$ cat config.mk
export PLATFORM = sky130hd
export DESIGN_NAME = ir_receiver_scan_direction
export DESIGN_NICKNAME = d
export VERILOG_FILES = /design/src/design/irsd_pkg.sv /design/src/design/ir_receiver_scan_direction.sv
export SDC_FILE = /design/constraint.sdc
export NUM_CORES = 1
export LEC_CHECK = 0
export ABC_AREA = 1
export ABC_CLOCK_PERIOD_IN_PS = 1630
export BUFFER_PORTS_ARGS = -buffer_cell sky130_fd_sc_hd__clkbuf_2
export CORE_ASPECT_RATIO = 0.9
export CORE_UTILIZATION = 45
export DETAILED_ROUTE_END_ITERATION = 16
export PLACE_DENSITY = 0.64
export SYNTH_ARGS = -nofsm -noshare
export SYNTH_HDL_FRONTEND = slang
export SYNTH_SLANG_ARGS = --single-unit
$ cat constraint.sdc
create_clock -name clk -period 1.63 [get_ports clk]
set_input_delay 0.326 -clock clk [delete_from_list [all_inputs] [get_ports clk]]
set_output_delay 0.326 -clock clk [all_outputs]
set_load 0.005 [all_outputs]
$ cat src/design/irsd_pkg.sv
// ----------------------------------------------------------------------------
// irsd_pkg
// Types, codes and the port lookup shared by the IR receiver scan block.
// ----------------------------------------------------------------------------
package irsd_pkg;

  localparam int RECEIVER_COUNT = 4;
  localparam int SEL_W          = $clog2(RECEIVER_COUNT);
  localparam int MASK_W         = 7;

  // input item kinds
  localparam logic [1:0] KIND_TICK  = 2'd0;
  localparam logic [1:0] KIND_HIT   = 2'd1;
  localparam logic [1:0] KIND_CLEAR = 2'd2;

  // configuration register indexes
  localparam logic CFG_ENABLE = 1'b0;
  localparam logic CFG_DWELL  = 1'b1;

  localparam logic [7:0] DWELL_RESET = 8'd20;

  // access kinds
  localparam logic [1:0] ACC_NONE   = 2'd0;
  localparam logic [1:0] ACC_TOUCH  = 2'd1;
  localparam logic [1:0] ACC_FOLLOW = 2'd2;
  localparam logic [1:0] ACC_BACK   = 2'd3;

  // headings
  localparam logic [2:0] HEAD_NONE     = 3'd0;
  localparam logic [2:0] HEAD_FORWARD  = 3'd1;
  localparam logic [2:0] HEAD_BACKWARD = 3'd2;
  localparam logic [2:0] HEAD_LEFT     = 3'd3;
  localparam logic [2:0] HEAD_RIGHT    = 3'd4;

  // steering commands
  localparam logic [1:0] CMD_NONE   = 2'd0;
  localparam logic [1:0] CMD_ADJUST = 2'd1;
  localparam logic [1:0] CMD_LOST   = 2'd2;

  localparam logic [2:0] ADJUST_MAX = 3'd5;

  // scan index parked before the first receiver
  localparam logic [2:0] SCAN_PARK = 3'd7;

  typedef struct packed {
    logic [1:0] kind;
    logic [3:0] hit_shift;
  } in_word_t;

  typedef struct packed {
    logic       result_ready;
    logic [1:0] access_kind;
    logic [2:0] heading;
    logic       sweep_done;
    logic [1:0] receiver_select;
    logic [1:0] steer_command;
  } out_word_t;

  // receiver to port offset, table 3,2,1,0
  function automatic logic [SEL_W-1:0] port_sel(input logic [SEL_W-1:0] idx);
    logic [SEL_W-1:0] sel;
    case (idx)
      2'd0:    sel = 2'd3;
      2'd1:    sel = 2'd2;
      2'd2:    sel = 2'd1;
      default: sel = 2'd0;
    endcase
    return sel;
  endfunction

endpackage

$ cat src/design/ir_receiver_scan_direction.sv
// ----------------------------------------------------------------------------
// ir_receiver_scan_direction
// Four-receiver IR scan with hit mask classification into access kind,
// heading and steering command.
// ----------------------------------------------------------------------------
// The block takes one word per clock unless stalled and returns exactly one
// result word per input word; the scan state lives in a handful of small
// registers updated by short combinational logic. An output register plus a
// one-word skid stage keep the input open while a result waits on a stalled
// output. A tick counts the dwell down while enabled and steps to the next
// receiver on expiry; hits mark the current receiver in the hit mask; each
// completed sweep classifies the mask. Writing one to enable restarts the
// scan and clears the results. cfg_ready is always high; the user must write
// configuration only while idle; the block itself does not enforce this.
module ir_receiver_scan_direction (
  input  logic                 clk,
  input  logic                 rst_n,
  input  logic                 in_valid,
  output logic                 in_stall,
  input  irsd_pkg::in_word_t   in_data,
  output logic                 out_valid,
  input  logic                 out_stall,
  output irsd_pkg::out_word_t  out_data,
  input  logic                 cfg_valid,
  output logic                 cfg_ready,
  input  logic                 cfg_index,
  input  logic [7:0]           cfg_data
);

  logic                          enable_r, enable_nxt;
  logic [7:0]                    dwell_ticks_r, dwell_ticks_nxt;
  logic [2:0]                    scan_idx_r, scan_idx_nxt;
  logic [7:0]                    dwell_cnt_r, dwell_cnt_nxt;
  logic [irsd_pkg::MASK_W-1:0]   hit_mask_r, hit_mask_nxt;
  logic [1:0]                    access_r, access_nxt;
  logic [2:0]                    heading_r, heading_nxt;
  logic                          done_r, done_nxt;
  logic [2:0]                    adjust_cnt_r, adjust_cnt_nxt;
  logic [1:0]                    command_r, command_nxt;
  logic [irsd_pkg::SEL_W-1:0]    select_r, select_nxt;

  logic                          out_valid_r, out_valid_nxt;
  irsd_pkg::out_word_t           out_data_r, out_data_nxt;
  logic                          skid_valid_r, skid_valid_nxt;
  irsd_pkg::out_word_t           skid_data_r, skid_data_nxt;

  logic                          in_accept;
  logic                          cfg_wr;
  logic [2:0]                    idx_inc;
  logic [irsd_pkg::MASK_W-1:0]   hit_bits;
  irsd_pkg::out_word_t           result;

  // classification of the current mask
  logic [irsd_pkg::MASK_W-1:0]   cls_in;
  logic [3:0]                    cls_s;
  logic [1:0]                    cls_acc;
  logic [2:0]                    cls_head;
  logic [2:0]                    cls_adj;
  logic [1:0]                    cls_cmd;

  assign cfg_ready = 1'b1;
  assign cfg_wr    = cfg_valid && cfg_ready;
  assign in_stall  = skid_valid_r;
  assign in_accept = in_valid && !in_stall;
  assign out_valid = out_valid_r;
  assign out_data  = out_data_r;

  assign idx_inc  = scan_idx_r + 3'd1;
  assign hit_bits = irsd_pkg::MASK_W'(irsd_pkg::MASK_W'(1) << scan_idx_r[1:0])
                    << in_data.hit_shift;

  always_comb begin
    cls_in = hit_mask_r;
    if ((cls_in & 7'h70) != 7'd0) begin
      cls_s   = cls_in[3:0] | {1'b0, cls_in[6:4]};
      cls_acc = irsd_pkg::ACC_TOUCH;
    end else if ((cls_in & 7'h07) != 7'd0) begin
      cls_s   = {1'b0, cls_in[2:0]};
      cls_acc = irsd_pkg::ACC_FOLLOW;
    end else if (cls_in[3]) begin
      cls_s   = 4'h8;
      cls_acc = irsd_pkg::ACC_BACK;
    end else begin
      cls_s   = 4'h0;
      cls_acc = irsd_pkg::ACC_NONE;
    end

    case (cls_s)
      4'd1, 4'd5:       cls_head = irsd_pkg::HEAD_LEFT;
      4'd2, 4'd6:       cls_head = irsd_pkg::HEAD_RIGHT;
      4'd3, 4'd4, 4'd7: cls_head = irsd_pkg::HEAD_FORWARD;
      4'd8:             cls_head = irsd_pkg::HEAD_BACKWARD;
      default:          cls_head = irsd_pkg::HEAD_NONE;
    endcase

    // adjust counter saturates, lost keeps it, anything else clears it
    cls_adj = adjust_cnt_r;
    cls_cmd = irsd_pkg::CMD_NONE;
    if (cls_s[1:0] != 2'd0) begin
      if (adjust_cnt_r < irsd_pkg::ADJUST_MAX) begin
        cls_adj = adjust_cnt_r + 3'd1;
      end
      if (cls_adj >= irsd_pkg::ADJUST_MAX) begin
        cls_cmd = irsd_pkg::CMD_ADJUST;
      end
    end else if (cls_s == 4'd0) begin
      cls_cmd = irsd_pkg::CMD_LOST;
    end else begin
      cls_adj = 3'd0;
    end
  end

  always_comb begin
    enable_nxt      = enable_r;
    dwell_ticks_nxt = dwell_ticks_r;
    scan_idx_nxt    = scan_idx_r;
    dwell_cnt_nxt   = dwell_cnt_r;
    hit_mask_nxt    = hit_mask_r;
    access_nxt      = access_r;
    heading_nxt     = heading_r;
    done_nxt        = done_r;
    adjust_cnt_nxt  = adjust_cnt_r;
    command_nxt     = command_r;
    select_nxt      = select_r;

    if (cfg_wr) begin
      case (cfg_index)
        irsd_pkg::CFG_ENABLE: begin
          enable_nxt = cfg_data[0];
          if (cfg_data[0]) begin
            scan_idx_nxt   = irsd_pkg::SCAN_PARK;
            dwell_cnt_nxt  = 8'd0;
            hit_mask_nxt   = '0;
            adjust_cnt_nxt = 3'd0;
            access_nxt     = irsd_pkg::ACC_NONE;
            heading_nxt    = irsd_pkg::HEAD_NONE;
            done_nxt       = 1'b0;
            command_nxt    = irsd_pkg::CMD_NONE;
          end
        end
        default: begin
          dwell_ticks_nxt = cfg_data;
        end
      endcase
    end else if (in_accept) begin
      case (in_data.kind)
        irsd_pkg::KIND_TICK: begin
          if (enable_r) begin
            if (dwell_cnt_r != 8'd0) begin
              dwell_cnt_nxt = dwell_cnt_r - 8'd1;
            end else begin
              // stepping past the last receiver ends the sweep
              if (idx_inc[2]) begin
                scan_idx_nxt   = 3'd0;
                hit_mask_nxt   = '0;
                done_nxt       = 1'b1;
                access_nxt     = cls_acc;
                heading_nxt    = cls_head;
                adjust_cnt_nxt = cls_adj;
                command_nxt    = cls_cmd;
              end else begin
                scan_idx_nxt = idx_inc;
              end
              select_nxt    = irsd_pkg::port_sel(scan_idx_nxt[1:0]);
              dwell_cnt_nxt = dwell_ticks_r;
            end
          end
        end
        irsd_pkg::KIND_HIT: begin
          if (!scan_idx_r[2]) begin
            hit_mask_nxt = hit_mask_r | hit_bits;
          end
        end
        irsd_pkg::KIND_CLEAR: begin
          access_nxt  = irsd_pkg::ACC_NONE;
          heading_nxt = irsd_pkg::HEAD_NONE;
          done_nxt    = 1'b0;
        end
        default: begin
        end
      endcase
    end
  end

  always_comb begin
    result.result_ready    = (access_nxt != irsd_pkg::ACC_NONE);
    result.access_kind     = access_nxt;
    result.heading         = heading_nxt;
    result.sweep_done      = done_nxt;
    result.receiver_select = select_nxt;
    result.steer_command   = command_nxt;
  end

  // output register with a one-word skid stage
  always_comb begin
    out_valid_nxt  = out_valid_r;
    out_data_nxt   = out_data_r;
    skid_valid_nxt = skid_valid_r;
    skid_data_nxt  = skid_data_r;
    if (!out_valid_r || !out_stall) begin
      out_valid_nxt  = skid_valid_r || in_accept;
      out_data_nxt   = skid_valid_r ? skid_data_r : result;
      skid_valid_nxt = 1'b0;
    end else if (in_accept) begin
      skid_valid_nxt = 1'b1;
      skid_data_nxt  = result;
    end
  end

  always_ff @(posedge clk) begin
    if (!rst_n) begin
      enable_r      <= 1'b0;
      dwell_ticks_r <= irsd_pkg::DWELL_RESET;
      scan_idx_r    <= 3'd0;
      dwell_cnt_r   <= 8'd0;
      hit_mask_r    <= '0;
      access_r      <= irsd_pkg::ACC_NONE;
      heading_r     <= irsd_pkg::HEAD_NONE;
      done_r        <= 1'b0;
      adjust_cnt_r  <= 3'd0;
      command_r     <= irsd_pkg::CMD_NONE;
      select_r      <= '0;
      out_valid_r   <= 1'b0;
      skid_valid_r  <= 1'b0;
    end else begin
      enable_r      <= enable_nxt;
      dwell_ticks_r <= dwell_ticks_nxt;
      scan_idx_r    <= scan_idx_nxt;
      dwell_cnt_r   <= dwell_cnt_nxt;
      hit_mask_r    <= hit_mask_nxt;
      access_r      <= access_nxt;
      heading_r     <= heading_nxt;
      done_r        <= done_nxt;
      adjust_cnt_r  <= adjust_cnt_nxt;
      command_r     <= command_nxt;
      select_r      <= select_nxt;
      out_valid_r   <= out_valid_nxt;
      skid_valid_r  <= skid_valid_nxt;
    end
  end

  always_ff @(posedge clk) begin
    out_data_r  <= out_data_nxt;
    skid_data_r <= skid_data_nxt;
  end

`ifndef SYNTH
  a_skid_behind_out: assert property (@(posedge clk) disable iff (!rst_n)
    skid_valid_r |-> out_valid_r)
    else $error("skid word held without an output word");

  a_skid_only_on_stall: assert property (@(posedge clk) disable iff (!rst_n)
    (!skid_valid_r && $past(skid_valid_r == 1'b0) && skid_valid_nxt) |->
      (out_valid_r && out_stall))
    else $error("skid filled while output was free");

  a_scan_idx_legal: assert property (@(posedge clk) disable iff (!rst_n)
    !(scan_idx_r == 3'd4 || scan_idx_r == 3'd5 || scan_idx_r == 3'd6))
    else $error("scan index out of range");

  a_adjust_sat: assert property (@(posedge clk) disable iff (!rst_n)
    adjust_cnt_r <= irsd_pkg::ADJUST_MAX)
    else $error("adjust counter beyond saturation");

  a_ready_matches_access: assert property (@(posedge clk) disable iff (!rst_n)
    out_valid_r |->
      (out_data_r.result_ready == (out_data_r.access_kind != irsd_pkg::ACC_NONE)))
    else $error("result_ready disagrees with access kind");
`endif

endmodule
After elaboration in Yosys (flattened, before gate mapping)

Memory sizes are Yosys's and may differ from the RTL's.
Index checks and enable logic that the tools add are counted.

$add $sub $neg: 3
Multiply operators: 0
Divide/modulo/power cells: 0
Order comparisons: 2
Eq/ne operators: 12
Shift-type cells: 2
Multiplexer cells: 89
Bitwise gates (word level): 5
Reduce and logical (&&, ||, !) cells: 27

Operator list:

| cell                                                                   | count |
|---|---|
| 3-bit two-way mux                                                      | 31 |
| 7-bit two-way mux                                                      | 8 |
| 8-bit two-way mux                                                      | 7 |
| 2-bit two-way mux                                                      | 26 |
| 8-bit AND reduction                                                    | 2 |
| 3-bit inequality test (second input constant)                          | 5 |
| 7-bit case mux with 2 select lines                                     | 1 |
| 7-bit nonzero test                                                     | 2 |
| 4-bit two-way mux                                                      | 3 |
| 2-bit nonzero test                                                     | 6 |
| 11-bit two-way mux                                                     | 1 |
| 1-bit two-way mux                                                      | 8 |
| 8-bit nonzero test                                                     | 1 |
| 8-bit by 1-bit subtractor with 8-bit output (second input constant)    | 1 |
| 7-bit bitwise OR                                                       | 1 |
| 1-bit by 2-bit << shifter with 7-bit output (first input constant)     | 1 |
| 7-bit by 4-bit << shifter with 7-bit output                            | 1 |
| 3-bit by 1-bit adder with 3-bit output (second input constant)         | 2 |
| 2-bit case mux with 3 select lines                                     | 1 |
| 3-bit case mux with 2 select lines                                     | 1 |
| 2-bit AND reduction                                                    | 3 |
| 6-bit AND reduction                                                    | 1 |
| 5-bit AND reduction                                                    | 1 |
| 2-bit by 1-bit equality test with 1-bit output (second input constant) | 2 |
| 16 further kinds                                                       | 24 |

Register bits after elaboration: 64
Latch bits: 0
RAM bits: 0
Bits in read-only memories: 48
Input bits: 20
Output and inout bits: 14
Word-level logic and storage cells: 166
Memories: 1

Memories:

| name             | depth | bits a word | read ports | clocked after memory_dff | wr ports | line                             | RTL |
|---|---|---|---|---|---|---|---|
| (name not given) | 16    | 3           | 1          | 0                        | 0        | ir_receiver_scan_direction.sv:88 | `case (cls_s)` |

Logic depth before layout (Yosys ltp)

Gate-level depths: netlist of the first run.

Depth in word-level cells: 15
Depth in mapped cells: 12
Depth with buffers taken out: 12

Worst setup path after synthesis of the first run

OpenSTA, ideal clock, no wires.

Path kind: reg2reg
Start: reg scan_idx_r[0]
End: reg out_data_r, in the netlist out_data[10], data pin
Library setup time: 0.253 ns
Arrival time: 1.449 ns
Setup slack: -0.072 ns
Cell stages (with the launch flop): 13
Cell sequence: dfxtp_1 -> ha_1 -> inv_1 -> nand2_1 -> nand2_1 -> nor2_1 -> nand3_4 -> nand2_1 -> nand2_2 -> nand2_2 -> nand2_2 -> nor2_1 -> nor2_1

Longest elaborated chain between the ends: 9

RTL lines:

| what                                   | line                              | RTL |
|---|---|---|
| start, declared                        | ir_receiver_scan_direction.sv:32  | `logic [2:0] scan_idx_r, scan_idx_nxt;` |
| start signal, assigned                 | ir_receiver_scan_direction.sv:228 | `scan_idx_r <= scan_idx_nxt;` |
| 3-bit by 1-bit adder with 3-bit output | ir_receiver_scan_direction.sv:68  | `assign idx_inc = scan_idx_r + 3'd1;` |
| 2-bit two-way mux                      | ir_receiver_scan_direction.sv:153 | `if (idx_inc[2]) begin` |
| 2-bit two-way mux                      | ir_receiver_scan_direction.sv:149 | `if (dwell_cnt_r != 8'd0) begin` |
| 2-bit two-way mux                      | ir_receiver_scan_direction.sv:148 | `if (enable_r) begin` |
| 2-bit case mux with 2 select lines     | ir_receiver_scan_direction.sv:146 | `case (in_data.kind)` |
| 2-bit two-way mux                      | ir_receiver_scan_direction.sv:145 | `end else if (in_accept) begin` |
| 2-bit two-way mux                      | ir_receiver_scan_direction.sv:126 | `if (cfg_wr) begin` |
| net access_nxt[1]                      | ir_receiver_scan_direction.sv:35  | `logic [1:0] access_r, access_nxt;` |
| 2-bit nonzero test                     | ir_receiver_scan_direction.sv:186 | `result.result_ready = (access_nxt != irsd_pkg::ACC_NONE);` |
| 11-bit two-way mux                     | ir_receiver_scan_direction.sv:202 | `out_data_nxt = skid_valid_r ? skid_data_r : result;` |
| end signal, assigned                   | ir_receiver_scan_direction.sv:243 | `out_data_r <= out_data_nxt;` |
| end, declared                          | ir_receiver_scan_direction.sv:43  | `irsd_pkg::out_word_t out_data_r, out_data_nxt;` |

The timed path passes the listed nets, and every way through them passes these cells.
A chain may end at the register's enable or synchronous reset.

Worst setup path after layout of the first run

Start: reg dwell_cnt_r[1]
End: reg hit_mask_r, in the netlist cls_in[0]

Longest elaborated chain between the ends: 3

RTL lines:

| what                            | line                              | RTL |
|---|---|---|
| start, declared                 | ir_receiver_scan_direction.sv:33  | `logic [7:0] dwell_cnt_r, dwell_cnt_nxt;` |
| start signal, assigned          | ir_receiver_scan_direction.sv:229 | `dwell_cnt_r <= dwell_cnt_nxt;` |
| 8-bit nonzero test              | ir_receiver_scan_direction.sv:149 |  |
| 3-bit inequality test (no line) | n/a                               |  |
| 8-bit AND reduction (no line)   | n/a                               |  |
| end signal, assigned            | ir_receiver_scan_direction.sv:230 | `hit_mask_r <= hit_mask_nxt;` |
| end, declared                   | ir_receiver_scan_direction.sv:34  | `logic [irsd_pkg::MASK_W-1:0] hit_mask_r, hit_mask_nxt;` |

No other way between the ends.

==> results of run 1 <==
final cells by class:
cell class,count,area share (%)
clock inverters,7,1.719
inverters,59,5.434
well taps,93,2.855
flip-flops and latches,64,36.97
repair buffers,64,9.917
multi-input cells,299,40.07
clock buffers,9,3.040
critical path: stages, from the launching register on:
cell	delay (ns)
dfxtp_1	0.33
inv_2	0.08
ha_4	0.14
nand2_4	0.06
nor2_8	0.16
buf_4	0.14
nand3_4	0.06
nand2_4	0.08
nand3_4	0.10
or2_0	0.24
a21oi_2	0.12
through the flow:
stage | total power (µW) | setup slack, ns
2_1_floorplan | 1936 | 0.02155
3_3_place_gp | 2056 | 0.002090
3_5_place_dp | 2061 | -0.04389
4_1_cts | 3422 | 0.001166
5_1_grt | 3550 | -0.03385
6_report | 3410 | 0.06110
state kept, by name (all words and copies together) (netlist names), 3 cells and up:
register,count
heading_r,3
adjust_cnt_r,3
out_data,11
skid_data_r,11
dwell_ticks_r,8
scan_idx_r,3
dwell_cnt_r,8
cls_in,7
worst paths after layout:
kind / endpoint / cells after the start
worst min register to register: heading_r[2] / 2
worst min-delay path: dwell_ticks_r[4] / 3
worst max-delay path: cls_in[0] / 10
worst max register to register: cls_in[0] / 10
cells in the mapped netlist (all sizes together) (4+ instances only):
cell,count
nand2,104
inv,56
edfxtp,22
o21ai,34
ha,7
buf,4
a21oi,37
o211ai,4
dfxtp,42
clkbuf,5
nand3,22
a31oi,4
nand4,6
nor2,66
logic make-up after synthesis:
group,share of synthesized area (%)
xor+xnor,0.2669
flops,45.75
compound gates,14.56
simple gates,28.44
other cells,0.1143
fa+ha+maj,2.669
buf+inv,8.197
report_power, final:
| part | switching (µW) | total [µW] | internal (µW) |
|---|---|---|---|
| clock network | 664 | 1370 | 702 |
| logic | 205 | 332 | 126 |
| registers | 22.4 | 1710 | 1690 |
routing by layer:
layer / up-vias / global-route usage (%) / part of all wire (%)
li1: 1532 / - / -
met1: 1315 / 28.89 / 50
met2: 50 / 31.21 / 44
met3: 10 / 6.777 / 4.3
met4: 0 / 4.688 / 0.95
met5: - / 0 / 0
what timing repair did:
action	CTS	global route
pin swaps	7	11
setup endpoints to repair	12	18
gates resized for setup	7	29
buffers inserted	1	1
cell usage in the layout, fill, tap and decap left out, types with 2 or more instances in the layout:
cell type	Yosys	layout
nor3_1	2	2
nand3_4	3	3
a21oi_1	36	35
dfxtp_2	0	4
clkbuf_2	0	32
edfxtp_1	22	22
a31oi_1	4	3
nor2_2	3	4
inv_2	8	15
a211oi_1	2	2
inv_1	48	41
clkbuf_8	0	9
nand4_1	6	6
dfxtp_1	42	38
nand3_1	19	18
nor2_4	2	4
clkinvlp_4	0	3
o21ai_0	25	24
o21bai_1	3	3
o21ai_1	8	8
clkinv_1	3	4
ha_1	7	2
nand2_2	8	13
ha_2	0	2
or2_0	2	2
ha_4	0	3
o211ai_1	4	4
nand2_4	2	5
buf_4	1	31
nand2_1	94	86
nor2_1	60	57
==> results.py, run 1 <==
metrics = {
    "clock_network": {
        "clock_path_buffers": 2,
        "hold_buffers": 0,
        "h-tree-depth": 3,
        "clk_pin_slew_ns": 0.07,
        "clkSinkCount": 64,
        "cts_tree": "built",
        "clock-root-buffer": "clkbuf_8",
        "worstSkewPairLatency_ns": 0.35,
        "cts_buffers": 9,
    },
    "placed_design": {
        "placedCellCount": 577,
        "io_buffers": 32,
        "gp_congestion": 0.8069,
        "dp_hpwl_um": 5444,
        "dpl-instance-area_um2": 3751,
    },
    "setup_path": {
        "cp.required_ns": 1.92,
        "cp.arrival_ns": 1.86,
        "crit_start": "dwell_cnt_r[1]",
        "endpoint_kind": "register",
        "cp_max_fo": 6,
        "start_kind": "register",
        "rr_startpoint": "dwell_cnt_r[1]",
        "crit_type": "register to register",
        "rrSetupSlack_ns": 0.06,
    },
    "sta": {
        "rsz0062_at_grt": "true",
        "hold_viol": 0,
        "drv_slew": 0,
        "setup_viol": 0,
        "post-route-period-util_pct": 96.25,
        "fin_crit_ns": 1.569,
        "setup_tns_ns": 0,
        "fin_skew_ns": 0.008103,
        "whs_ns": 0.1776,
        "fmax_mhz": 637.4,
    },
    "global_routing": {
        "antenna_found_initial": 0,
        "grt_pass1_vias": 2627,
        "grt.total_usage_pct": 20.72,
        "grt-ovfl-total": 0,
        "grt_max_degree": 29,
        "grt_pass1_wl_um": 12390,
    },
    "yosys": {
        "synthFlopType": "dfxtp_1",
        "ys_async_sr_fraction_pct": 0,
        "yosysUniqueCellTypes": 37,
        "synthDominantCellAreaShare_pct": 25.62,
        "synth_nets": 458,
        "syn-cell-area_um2": 3282,
        "ys_ff_latch": 64,
        "synth_area_leaders": "dfxtp_1, edfxtp_1, nand2_1, nor2_1, a21oi_1",
        "syn_inst": 431,
        "synth-warning-count": 0,
        "syn_avg_cell_area_um2": 7.615,
        "synth_top_area_cell": "dfxtp_1",
        "synth-edff-count": 22,
        "yosysSeqAreaShare_pct": 45.75,
    },
    "floorplanning": {
        "die-area_um2": 7639,
        "core-area_um2": 7039,
        "rows": 29,
        "start_util_pct": 46.62,
        "die_h_um": 83.02,
        "die_x_um": 92.02,
        "io_pins": 34,
    },
    "power_and_ir_drop": {
        "p_per_area_nw_per_um2": 836.8,
        "vdd_drop_max_v": 0.0005401,
        "p_leak_uw": 0.001816,
    },
    "drt": {
        "viasPerCell": 4.886,
        "drtIter0Drc": 130,
        "vias": 2907,
        "drc": 0,
        "detail_route.wl_per_cell_um": 12.34,
        "drtPass1Iterations": 4,
        "routed_wl_um": 7343,
        "ant_nets": 0,
    },
    "flow_run": {
        "maxCapViolations": 0,
    },
    "cells_and_area": {
        "seq_area_um2": 1506,
        "multi_input_area_um2": 1633,
        "instances_no_fill": 595,
        "drive_above_1_share_pct": 27.69,
        "utilization_pct": 57.89,
        "design_area_um2": 4075,
        "synthToLayoutAreaGrowth_pct": 24.17,
        "nets": 524,
        "n_antenna_cell": 0,
        "n_fill_cell": 694,
    },
    "status": {
        "outcome": "finished, final reports clean",
    },
    "min_path": {
        "hold_class": "input port to register",
        "holdCritStartpoint": "cfg_data[4]",
    },
}
Note: power is estimated with default switching activity, not from simulation.
==> run 2, diff against run 1 <==
--- a/config.mk
+++ b/config.mk
@@ -8,7 +8,7 @@
 export ABC_AREA = 1
 export ABC_CLOCK_PERIOD_IN_PS = 1630
 export BUFFER_PORTS_ARGS = -buffer_cell sky130_fd_sc_hd__clkbuf_2
-export CORE_ASPECT_RATIO = 0.9
+export CORE_ASPECT_RATIO = 1.5
 export CORE_UTILIZATION = 45
 export DETAILED_ROUTE_END_ITERATION = 16
 export PLACE_DENSITY = 0.64
==> results.py, run 2 (synthesized netlist as in run 1, its figures left out) <==
metrics = {
    "floorplanning": {
        "start_util_pct": 47.26,
        "core-area_um2": 6944,
        "io_pins": 34,
        "die_x_um": 71.73,
        "rows": 37,
        "die-area_um2": 7646,
        "die_h_um": 106.6,
    },
    "placed_design": {
        "preCtsSetupSlack_ns": -0.07393,
        "io_buffers": 32,
        "gp_congestion": 0.8480,
        "dp_hpwl_um": 5271,
    },
    "sta": {
        "fin_ws_ns": 0.03556,
        "setup_tns_ns": 0,
        "setup_viol": 0,
        "post-route-period-util_pct": 97.82,
        "hold_viol": 0,
        "fin_skew_ns": 0.009623,
        "rsz0062_at_grt": "true",
        "fmax_mhz": 627.2,
        "drv_slew": 0,
        "fin_crit_ns": 1.594,
    },
    "setup_path": {
        "start_kind": "register",
        "reg2reg_to": "out_data[0]",
        "crit_type": "register to register",
        "rr_startpoint": "scan_idx_r[1]",
        "rr_worst_depth": 11,
        "crit_slowest_cell": "dfxtp_4",
        "endpoint_kind": "register",
        "cp.arrival_ns": 1.69,
        "cp.required_ns": 1.73,
        "path_cells": "ha_4 -> nand2_1 -> nand2_2 -> nor2_4 -> nand3_4 -> nor2_4 -> inv_2 -> nand3_2 -> nand2_2 -> nand2_1 -> nand2_1",
        "rrSetupSlack_ns": 0.04,
        "cp_max_fo": 4,
        "slowest_delay_ns": 0.36,
        "crit_path_frequent_cell": "nand2_1",
    },
    "min_path": {
        "whs_path_depth": 3,
        "hold_end": "dwell_ticks_r[2]",
        "hold_class": "input port to register",
        "holdCritStartpoint": "cfg_data[2]",
    },
    "clock_network": {
        "hold_buffers": 0,
        "clkSinkCount": 64,
        "worstSkewPairLatency_ns": 0.34,
        "cts_buffers": 9,
        "clk_pin_slew_ns": 0.07,
        "h-tree-depth": 3,
        "cts_tree": "built",
        "clock-root-buffer": "clkbuf_8",
        "clock_path_buffers": 2,
    },
    "global_routing": {
        "grt.total_usage_pct": 19.68,
        "antenna_found_initial": 0,
        "grt-ovfl-total": 0,
        "grt_pass1_vias": 2704,
        "grt_pass1_wl_um": 11680,
        "grt_max_degree": 29,
    },
    "status": {
        "outcome": "finished, final reports clean",
    },
    "cells_and_area": {
        "n_fill_cell": 659,
        "drive_above_1_share_pct": 26.64,
        "multi_input_area_um2": 1602,
        "mostFrequentLayoutCells": "nand2_1, nor2_1, inv_1, dfxtp_1, a21oi_1",
        "synthToLayoutAreaGrowth_pct": 24.17,
        "layout_commonest_cell": "nand2_1",
        "nets": 525,
        "n_antenna_cell": 0,
        "seq_area_um2": 1509,
    },
    "power_and_ir_drop": {
        "vdd_drop_max_v": 0.0005225,
        "p_leak_uw": 0.001843,
        "p_per_area_nw_per_um2": 899.8,
    },
    "drt": {
        "ant_nets": 0,
        "routed_wl_um": 7131,
        "viasPerCell": 5.010,
        "drc": 0,
        "detail_route.wl_per_cell_um": 12.27,
        "drtIter0Drc": 152,
        "drtPass1Iterations": 5,
        "vias": 2911,
    },
    "flow_run": {
        "maxCapViolations": 0,
    },
}
==> run 2: per-stage QoR <==
stage	total power [µW]	util [%]	std cells	instance area, µm²	hold WS, ns
after floorplan	1936	-	431	3297	0.4301
after global placement	2053	53.64	561	3725	0.4472
after detailed placement	2058	53.64	561	3725	0.4515
after CTS	3689	57.55	579	3996	0.1645
after global routing	3810	58.68	581	4075	0.1966
final	3667	58.68	581	4075	0.1787
==> run 2: how the worst max path moves through the flow <==
| stage | endpoint | depth (start not counted) | from | slack (ns) |
|---|---|---|---|---|
| after floorplan | out_data[10] | 12 | scan_idx_r[1] | 0.02 |
| after global placement | cls_in[6] | 11 | scan_idx_r[1] | -0.04 |
| after detailed placement | cls_in[1] | 11 | scan_idx_r[1] | -0.07 |
| after CTS | cls_in[6] | 11 | scan_idx_r[0] | 0.01 |
| after global routing | out_data[10] | 12 | scan_idx_r[1] | -0.05 |
| final | out_data[0] | 11 | scan_idx_r[1] | 0.04 |
==> run 2: what timing repair did <==
action                                  4_1_cts  5_1_grt
gates cloned                                  0        0
setup buffers                                 2        2
endpoints found under the setup margin       13       20
resized for setup                             4       26
pin swaps                                     6       12
==> run 2: metal layers <==
layer	vias up	global-route usage (%)	part of all wire [%]
met1	1311	23.03	44
met3	11	4.323	3.3
met4	0	9.244	1.9
met2	57	33.76	50
li1	1532	-	-
met5	-	0	0
==> run 2: worst max-delay path: cells and delay by family, from the launching register on <==
kind                     cells  cell delay, ns
adder cells (fa/ha/maj)      1            0.16
AND/OR/NAND/NOR              9            0.76
buffers and inverters        1            0.06
flip-flops                   1            0.36
==> run 2: power by group <==
group / switching (µW) / internal [µW]
Sequential: 21.1 / 1690
Combinational: 205 / 125
Clock: 624 / 1000
Total: 850 / 2820
==> run 2: cell type report <==
type                            instances  share of cell area (%)
Sequential cell                        64                   37.03
Tap cell                               78                   2.395
Timing Repair Buffer                   65                   10.10
Clock buffer                            9                   3.040
Clock inverter                          7                   2.702
Inverter                               59                   5.434
Multi-Input combinational cell        299                   39.30
==> run 3, diff against run 2 <==
--- a/config.mk
+++ b/config.mk
@@ -6,10 +6,11 @@
 export NUM_CORES = 1
 export LEC_CHECK = 0
 export ABC_AREA = 1
-export ABC_CLOCK_PERIOD_IN_PS = 1630
-export BUFFER_PORTS_ARGS = -buffer_cell sky130_fd_sc_hd__clkbuf_2
+export ABC_CLOCK_PERIOD_IN_PS = 1400
+export BUFFER_PORTS_ARGS = -buffer_cell sky130_fd_sc_hd__buf_2
 export CORE_ASPECT_RATIO = 1.5
 export CORE_UTILIZATION = 45
+export CTS_CLUSTER_DIAMETER = 30
 export DETAILED_ROUTE_END_ITERATION = 16
 export PLACE_DENSITY = 0.64
 export SYNTH_ARGS = -nofsm -noshare
==> constraint.sdc (replaced) <==
create_clock -name clk -period 1.4 [get_ports clk]
set_input_delay 0.28 -clock clk [delete_from_list [all_inputs] [get_ports clk]]
set_output_delay 0.28 -clock clk [all_outputs]
set_load 0.005 [all_outputs]
==> results.py, run 3 (synthesized netlist as in run 1, its figures left out) <==
metrics = {
    "clock_network": {
        "cts_tree": "built",
        "clock_path_buffers": 2,
        "cts_buffers": 9,
        "clk_pin_slew_ns": 0.07,
        "worstSkewPairLatency_ns": 0.34,
        "h-tree-depth": 3,
        "hold_buffers": 0,
        "clock-root-buffer": "clkbuf_8",
        "clkSinkCount": 64,
    },
    "cells_and_area": {
        "drive_above_1_share_pct": 41.27,
        "n_antenna_cell": 0,
        "utilization_pct": 67.68,
        "instances_no_fill": 628,
        "nets": 572,
        "n_fill_cell": 584,
        "seq_area_um2": 1511,
        "synthToLayoutAreaGrowth_pct": 43.19,
        "multi_input_area_um2": 1842,
        "mostFrequentLayoutCells": "nand2_1, buf_4, nor2_1, inv_1, dfxtp_1",
        "layout_commonest_cell": "nand2_1",
    },
    "power_and_ir_drop": {
        "p_total_uw": 4172,
        "vdd_drop_max_v": 0.0006589,
        "p_per_area_nw_per_um2": 887.8,
        "p_leak_uw": 0.002116,
    },
    "setup_path": {
        "endpoint_kind": "register",
        "cp_max_fo": 4,
        "crit_start": "scan_idx_r[0]",
        "cp.arrival_ns": 1.73,
        "rr_startpoint": "scan_idx_r[0]",
        "crit_end": "out_data[10]",
        "start_kind": "register",
        "crit_type": "register to register",
        "reg2reg_to": "out_data[10]",
        "cp.required_ns": 1.50,
        "rrSetupSlack_ns": -0.23,
        "rr_worst_depth": 12,
    },
    "drt": {
        "routed_wl_um": 7810,
        "detail_route.wl_per_cell_um": 12.44,
        "drtIter0Drc": 129,
        "ant_nets": 0,
        "drc": 0,
        "vias": 3092,
        "drtPass1Iterations": 5,
        "viasPerCell": 4.924,
    },
    "floorplanning": {
        "start_util_pct": 47.26,
        "core-area_um2": 6944,
        "rows": 37,
        "die-area_um2": 7646,
        "io_pins": 34,
        "die_h_um": 106.6,
        "die_x_um": 71.73,
    },
    "global_routing": {
        "antenna_found_initial": 0,
        "grt.total_usage_pct": 21.30,
        "grt-ovfl-total": 0,
        "grt_pass1_wl_um": 12690,
        "grt_pass1_vias": 2917,
        "grt_max_degree": 29,
    },
    "sta": {
        "post-route-period-util_pct": 116.8,
        "hold_viol": 0,
        "fin_crit_ns": 1.635,
        "fin_skew_ns": 0.006426,
        "drv_slew": 0,
        "setup_viol": 44,
        "rsz0062_at_grt": "true",
        "fmax_mhz": 611.6,
        "setup_tns_ns": -4.554,
        "fin_ws_ns": -0.2349,
    },
    "min_path": {
        "hold_class": "input port to register",
        "whs_path_depth": 3,
    },
    "flow_run": {
        "maxCapViolations": 0,
    },
    "placed_design": {
        "placedCellCount": 595,
        "dp_hpwl_um": 5612,
        "gp_congestion": 0.8485,
        "io_buffers": 32,
    },
    "status": {
        "violations": "negative setup slack",
        "outcome": "complete, but fails checks",
    },
}
==> run 3: cell count changes in the layout (fill, tap and decap cells not counted), sizes merged <==
cell      delta
bufinv       -1
clkbuf      -29
clkinv       -1
buf         +79
clkinvlp     -1
==> run 3: layout make-up <==
| cell class | count | share of cell area (%) |
|---|---|---|
| clock buffer | 12 | 2.875 |
| inverter | 59 | 5.138 |
| tap | 78 | 2.077 |
| sequential | 64 | 32.16 |
| clock inverter | 4 | 1.464 |
| timing repair buffer | 112 | 17.09 |
| multi-input combinational | 299 | 39.19 |
==> run 3: repair_timing <==
action,CTS,global route
pin swaps,24,22
buffers inserted,9,9
gates resized for setup,52,56
setup endpoints to repair,40,52
==> run 3: critical path, stage by stage, from the launching register on <==
cell	delay (ns)
dfxtp_4	0.37
ha_4	0.14
inv_2	0.04
nand2_2	0.06
nand2_4	0.06
nor2_4	0.13
nand3_4	0.11
nand2_4	0.09
nand2_4	0.07
nand2_4	0.11
nand2_4	0.06
nor2_2	0.09
nor2_1	0.05
==> run 3: power breakdown <==
part	switching (µW)	internal (µW)
sequential	26.0	1970
combinational	285	220
clock	678	996
==> run 3: how the worst min path moves through the flow <==
stage | end | start | slack, ns
6_report | dwell_ticks_r[4] | cfg_data[4] | 0.15
5_1_grt | dwell_ticks_r[4] | cfg_data[4] | 0.16
4_1_cts | dwell_ticks_r[2] | cfg_data[2] | 0.14
3_5_place_dp | heading_r[1] | heading_r[1] | 0.46
3_3_place_gp | heading_r[1] | heading_r[1] | 0.45
2_1_floorplan | dwell_ticks_r[2] | cfg_data[2] | 0.39
==> run 3: layer usage <==
| metal | vias up | part of all wire (%) | GRT usage (%) |
|---|---|---|---|
| li1 | 1624 | - | - |
| met1 | 1409 | 44 | 25.60 |
| met2 | 47 | 52 | 36.93 |
| met3 | 12 | 2.3 | 4.135 |
| met4 | 0 | 1.8 | 8.403 |
| met5 | - | 0 | 0 |
==> run 3: per-stage QoR <==
| step | setup slack [ns] | hold WS (ns) | cell area, µm² |
|---|---|---|---|
| after floorplan | -0.1560 | 0.3932 | 3327 |
| after global placement | -0.1654 | 0.4473 | 4020 |
| after detailed placement | -0.2075 | 0.4578 | 4020 |
| after CTS | -0.1939 | 0.1408 | 4464 |
| after global routing | -0.3277 | 0.1573 | 4700 |
| final | -0.2349 | 0.1509 | 4700 |
